File: src/hdl/rme_ram.sv
// ----------------------------------------------------------------------------
// rme_ram
// Generic single-write, single-read RAM with registered read data.
// ----------------------------------------------------------------------------
`default_nettype none

module rme_ram #(
    parameter int WIDTH = 32,
    parameter int DEPTH = 32
) (
    input  wire logic                     i_clk,
    input  wire logic                     i_we,
    input  wire logic [$clog2(DEPTH)-1:0] i_waddr,
    input  wire logic [WIDTH-1:0]         i_wdata,
    input  wire logic [$clog2(DEPTH)-1:0] i_raddr,
    output logic      [WIDTH-1:0]         o_rdata
);

    logic [WIDTH-1:0] r_mem [DEPTH];

    always_ff @(posedge i_clk) begin
        if (i_we) begin
            r_mem[i_waddr] <= i_wdata;
        end
        o_rdata <= r_mem[i_raddr];
    end

endmodule

`default_nettype wire

File: config.mk
export PLATFORM = sky130hd
export DESIGN_NAME = rme_ram
export DESIGN_NICKNAME = d
export VERILOG_FILES = /design/src/hdl/rme_ram.sv
export SDC_FILE = /design/constraint.sdc
export NUM_CORES = 1
export LEC_CHECK = 0
export BUFFER_PORTS_ARGS = -buffer_cell sky130_fd_sc_hd__buf_2
export CAP_MARGIN = 5
export CORE_MARGIN = 8
export CORE_UTILIZATION = 40
export CTS_BUF_LIST = sky130_fd_sc_hd__clkbuf_2 sky130_fd_sc_hd__clkbuf_4 sky130_fd_sc_hd__clkbuf_8
export DETAILED_ROUTE_END_ITERATION = 8
export GPL_TIMING_DRIVEN = 0
export HOLD_SLACK_MARGIN = 0.1
export PLACE_DENSITY = 0.56
export SLEW_MARGIN = 20
export SYNTH_ARGS = -nofsm -noshare
export SYNTH_HDL_FRONTEND = slang
export SYNTH_SLANG_ARGS = --single-unit
File: constraint.sdc
create_clock -name i_clk -period 4.45 [get_ports i_clk]
set_clock_uncertainty 0.2 [all_clocks]
set_input_delay 0.89 -clock i_clk [delete_from_list [all_inputs] [get_ports i_clk]]
set_output_delay 0.89 -clock i_clk [all_outputs]
set_load 0.03 [all_outputs]
==> metrics <==
Mapped Avg Cell Area=17.91 um^2; status=completed; Yosys reg bits=1056; crit-path max FO=10; initial detailed-routing violation count=2068; Final Cycle Share=63.34%; gr ovfl total=0; Post-Place Worst Slack=827.4 ps; total global routing track utilization=18.32%; relative slew slack=24.26%; Non-Filler Instances=4030; CTS max path bufs=3; CP most frequent cell=buf_2; setup bufs post-CTS=0; Gate Count Post-Synth=2260; Ys Warns=0; initial antenna violation count=8; final hold violation count=0; Worst Path Required=4850 ps; count of buffers from port buffering=74; Max Freq=0.3548 GHz; Chip Height=334.1 um; # IOs=76; Pwr Density=429.9 nW/um^2; Crit-path slowest cell=clkbuf_1; FILL cells=8486; Synth Cell Area=40490 um^2; commonest cells after routing, fill and taps aside=edfxtp_1, mux2i_1, clkbuf_8; final worst slack=1631 ps; CORE AREA=100300 um^2; CTS Root Cell=clkbuf_8; HP Class=register to register; final setup vio count=0; number of routed nets with antenna violations=0; syn_nets=2304; Pleak=0.01637 uW; CP Launch Type=input pin; Slew Limit Fails=0; r2r startpoint=r_mem[7][13]; commonest non-fill, non-tap cell in the layout=edfxtp_1; pin count of the biggest net entering global routing=33; Vias=21570; post-layout min period=2819 ps; hold_ws=380.2 ps; share of the synthesized area in the top cell type=75.95%; vias per cell=5.353; fin nets=2588; dpl cells=3732; Worst-path clk slew=70 ps; detailed placer's ending HPWL=67940 um; first-pass GRT wire length=150600 um; DRT Pass-1 Iters=6; Crit. End Element=register; cts repair resizes=0; vias in the first global route=22330; HP Start=r_mem[10][11]; post-detailed-route wirelength per cell=25.86 um; Hold-fix buffers, CTS=0; Total Power=20190 uW; setup TNS=0 ps; unrepaired setup endpoints after global routing=false; clk_lat worst skew=820 ps; GP Congestion=0.7813; crit path cell chain=buf_2 -> nor2_1 -> buf_2 -> clkbuf_1 -> a22o_1 -> nor3_1 -> a31oi_1 -> nand3_1; Sink Count=1056; Max Cap Viol=0; Synth area leader=edfxtp_1; DRT Wirelength=104200 um; CP max stage delay=570 ps; Inserted Clock Buffers=167; Data arrival, critical path=3220 ps; R2R setup slack=2410 ps; Die Span X=334.1 um; Syn-to-layout area delta=15.98%; post-synth cell types=25; H-tree depth=4; Crit. Startpoint=i_raddr[1]; Worst Max-Slew Pin Slew=1136 ps; Die ar.=111700 um^2; critical path class=input pin to register; num rows=116; Area contributors post-synth=edfxtp_1, mux2i_1, a22oi_1, dfxtp_1, a22o_1; register area share after synthesis=77.54%; post-route DRC violation count=0; Initial Util=40.37%; CTS tree=yes; share of cells above drive strength 1=17.77%; VDD IR max=0.2836 mV
[synth_stat cells]
library cell	number
nor3_1	32
mux2i_1	512
or3_1	1
clkbuf_4	2
nand2_1	98
nor2b_1	1
buf_4	33
buf_2	26
nor2_1	34
a22o_1	64
buf_1	5
and2_1	1
nand2b_1	2
a21oi_1	96
nand3b_1	5
edfxtp_1	1024
dfxtp_1	32
and2b_1	1
a22oi_1	96
or2_2	1
clkbuf_1	46
or3b_2	3
nand3_1	98
a31oi_1	32
buf_6	15
[sequential cells by signal, summed over array words and instances, names as in the netlist]
signal / cells
o_rdata: 32
r_mem: 1024
[through the flow]
step	area, um^2	utilization (%)
4_1_cts	46940	46.80
6_report	46960	46.82
3_5_place_dp	43790	43.66
5_1_grt	46940	46.81
2_1_floorplan	40490	-
3_3_place_gp	42550	42.43
[layer usage]
metal / global-route usage, % / part of all wire, %
met3: 4.522 / 6.4
met1: 23.31 / 42
met4: 5.628 / 2.3
met2: 30.92 / 49
met5: 0 / 0.056
[worst paths after layout]
path | to | cells after the start
setup reg to reg | o_rdata[13] | 5
hold / removal | o_rdata[11] | 4
hold reg to reg | o_rdata[11] | 4
setup / recovery | o_rdata[13] | 8
[worst max-delay path, delay by kind of cell]
kind	cells	cell delay, ps
buffers and inverters	3	990
and+or+nand+nor	3	540
AOI/OAI and AO/OA	2	780
[cell families (layout without fill, tap and decap cells)]
| family | after synthesis | in the layout | synth area share, % |
|---|---|---|---|
| AOI/OAI and AO/OA | 288 | 288 | 4.846 |
| buffers and inverters | 127 | 534 | 1.860 |
| DFF | 1056 | 1056 | 77.53 |
| muxes | 512 | 512 | 12.66 |
| other | 0 | 6 | 0 |
| and+or+nand+nor | 277 | 277 | 3.100 |
[power breakdown]
group          total (uW)  switching, uW  leakage [uW]  internal, uW
logic                1210            851       0.00522           361
clock network        7880           3730       0.00165          4150
registers           11100           36.6       0.00949         11100
total               20200           4620        0.0164         15600
[cell type report]
type                            count  area [um^2]  share of cell area, %
Sequential cell                  1056        31390                  66.85
Clock inverter                     70        430.4                 0.9166
Buffer                            127        753.2                  1.604
Timing Repair Buffer              115         1369                  2.915
Multi-Input combinational cell   1077         8582                  18.28
Antenna cell                        6        15.01                0.03198
Tap cell                         1357         1698                  3.616
Clock buffer                      222         2718                  5.788
No activity file was read; power rests on OpenSTA's default activity.
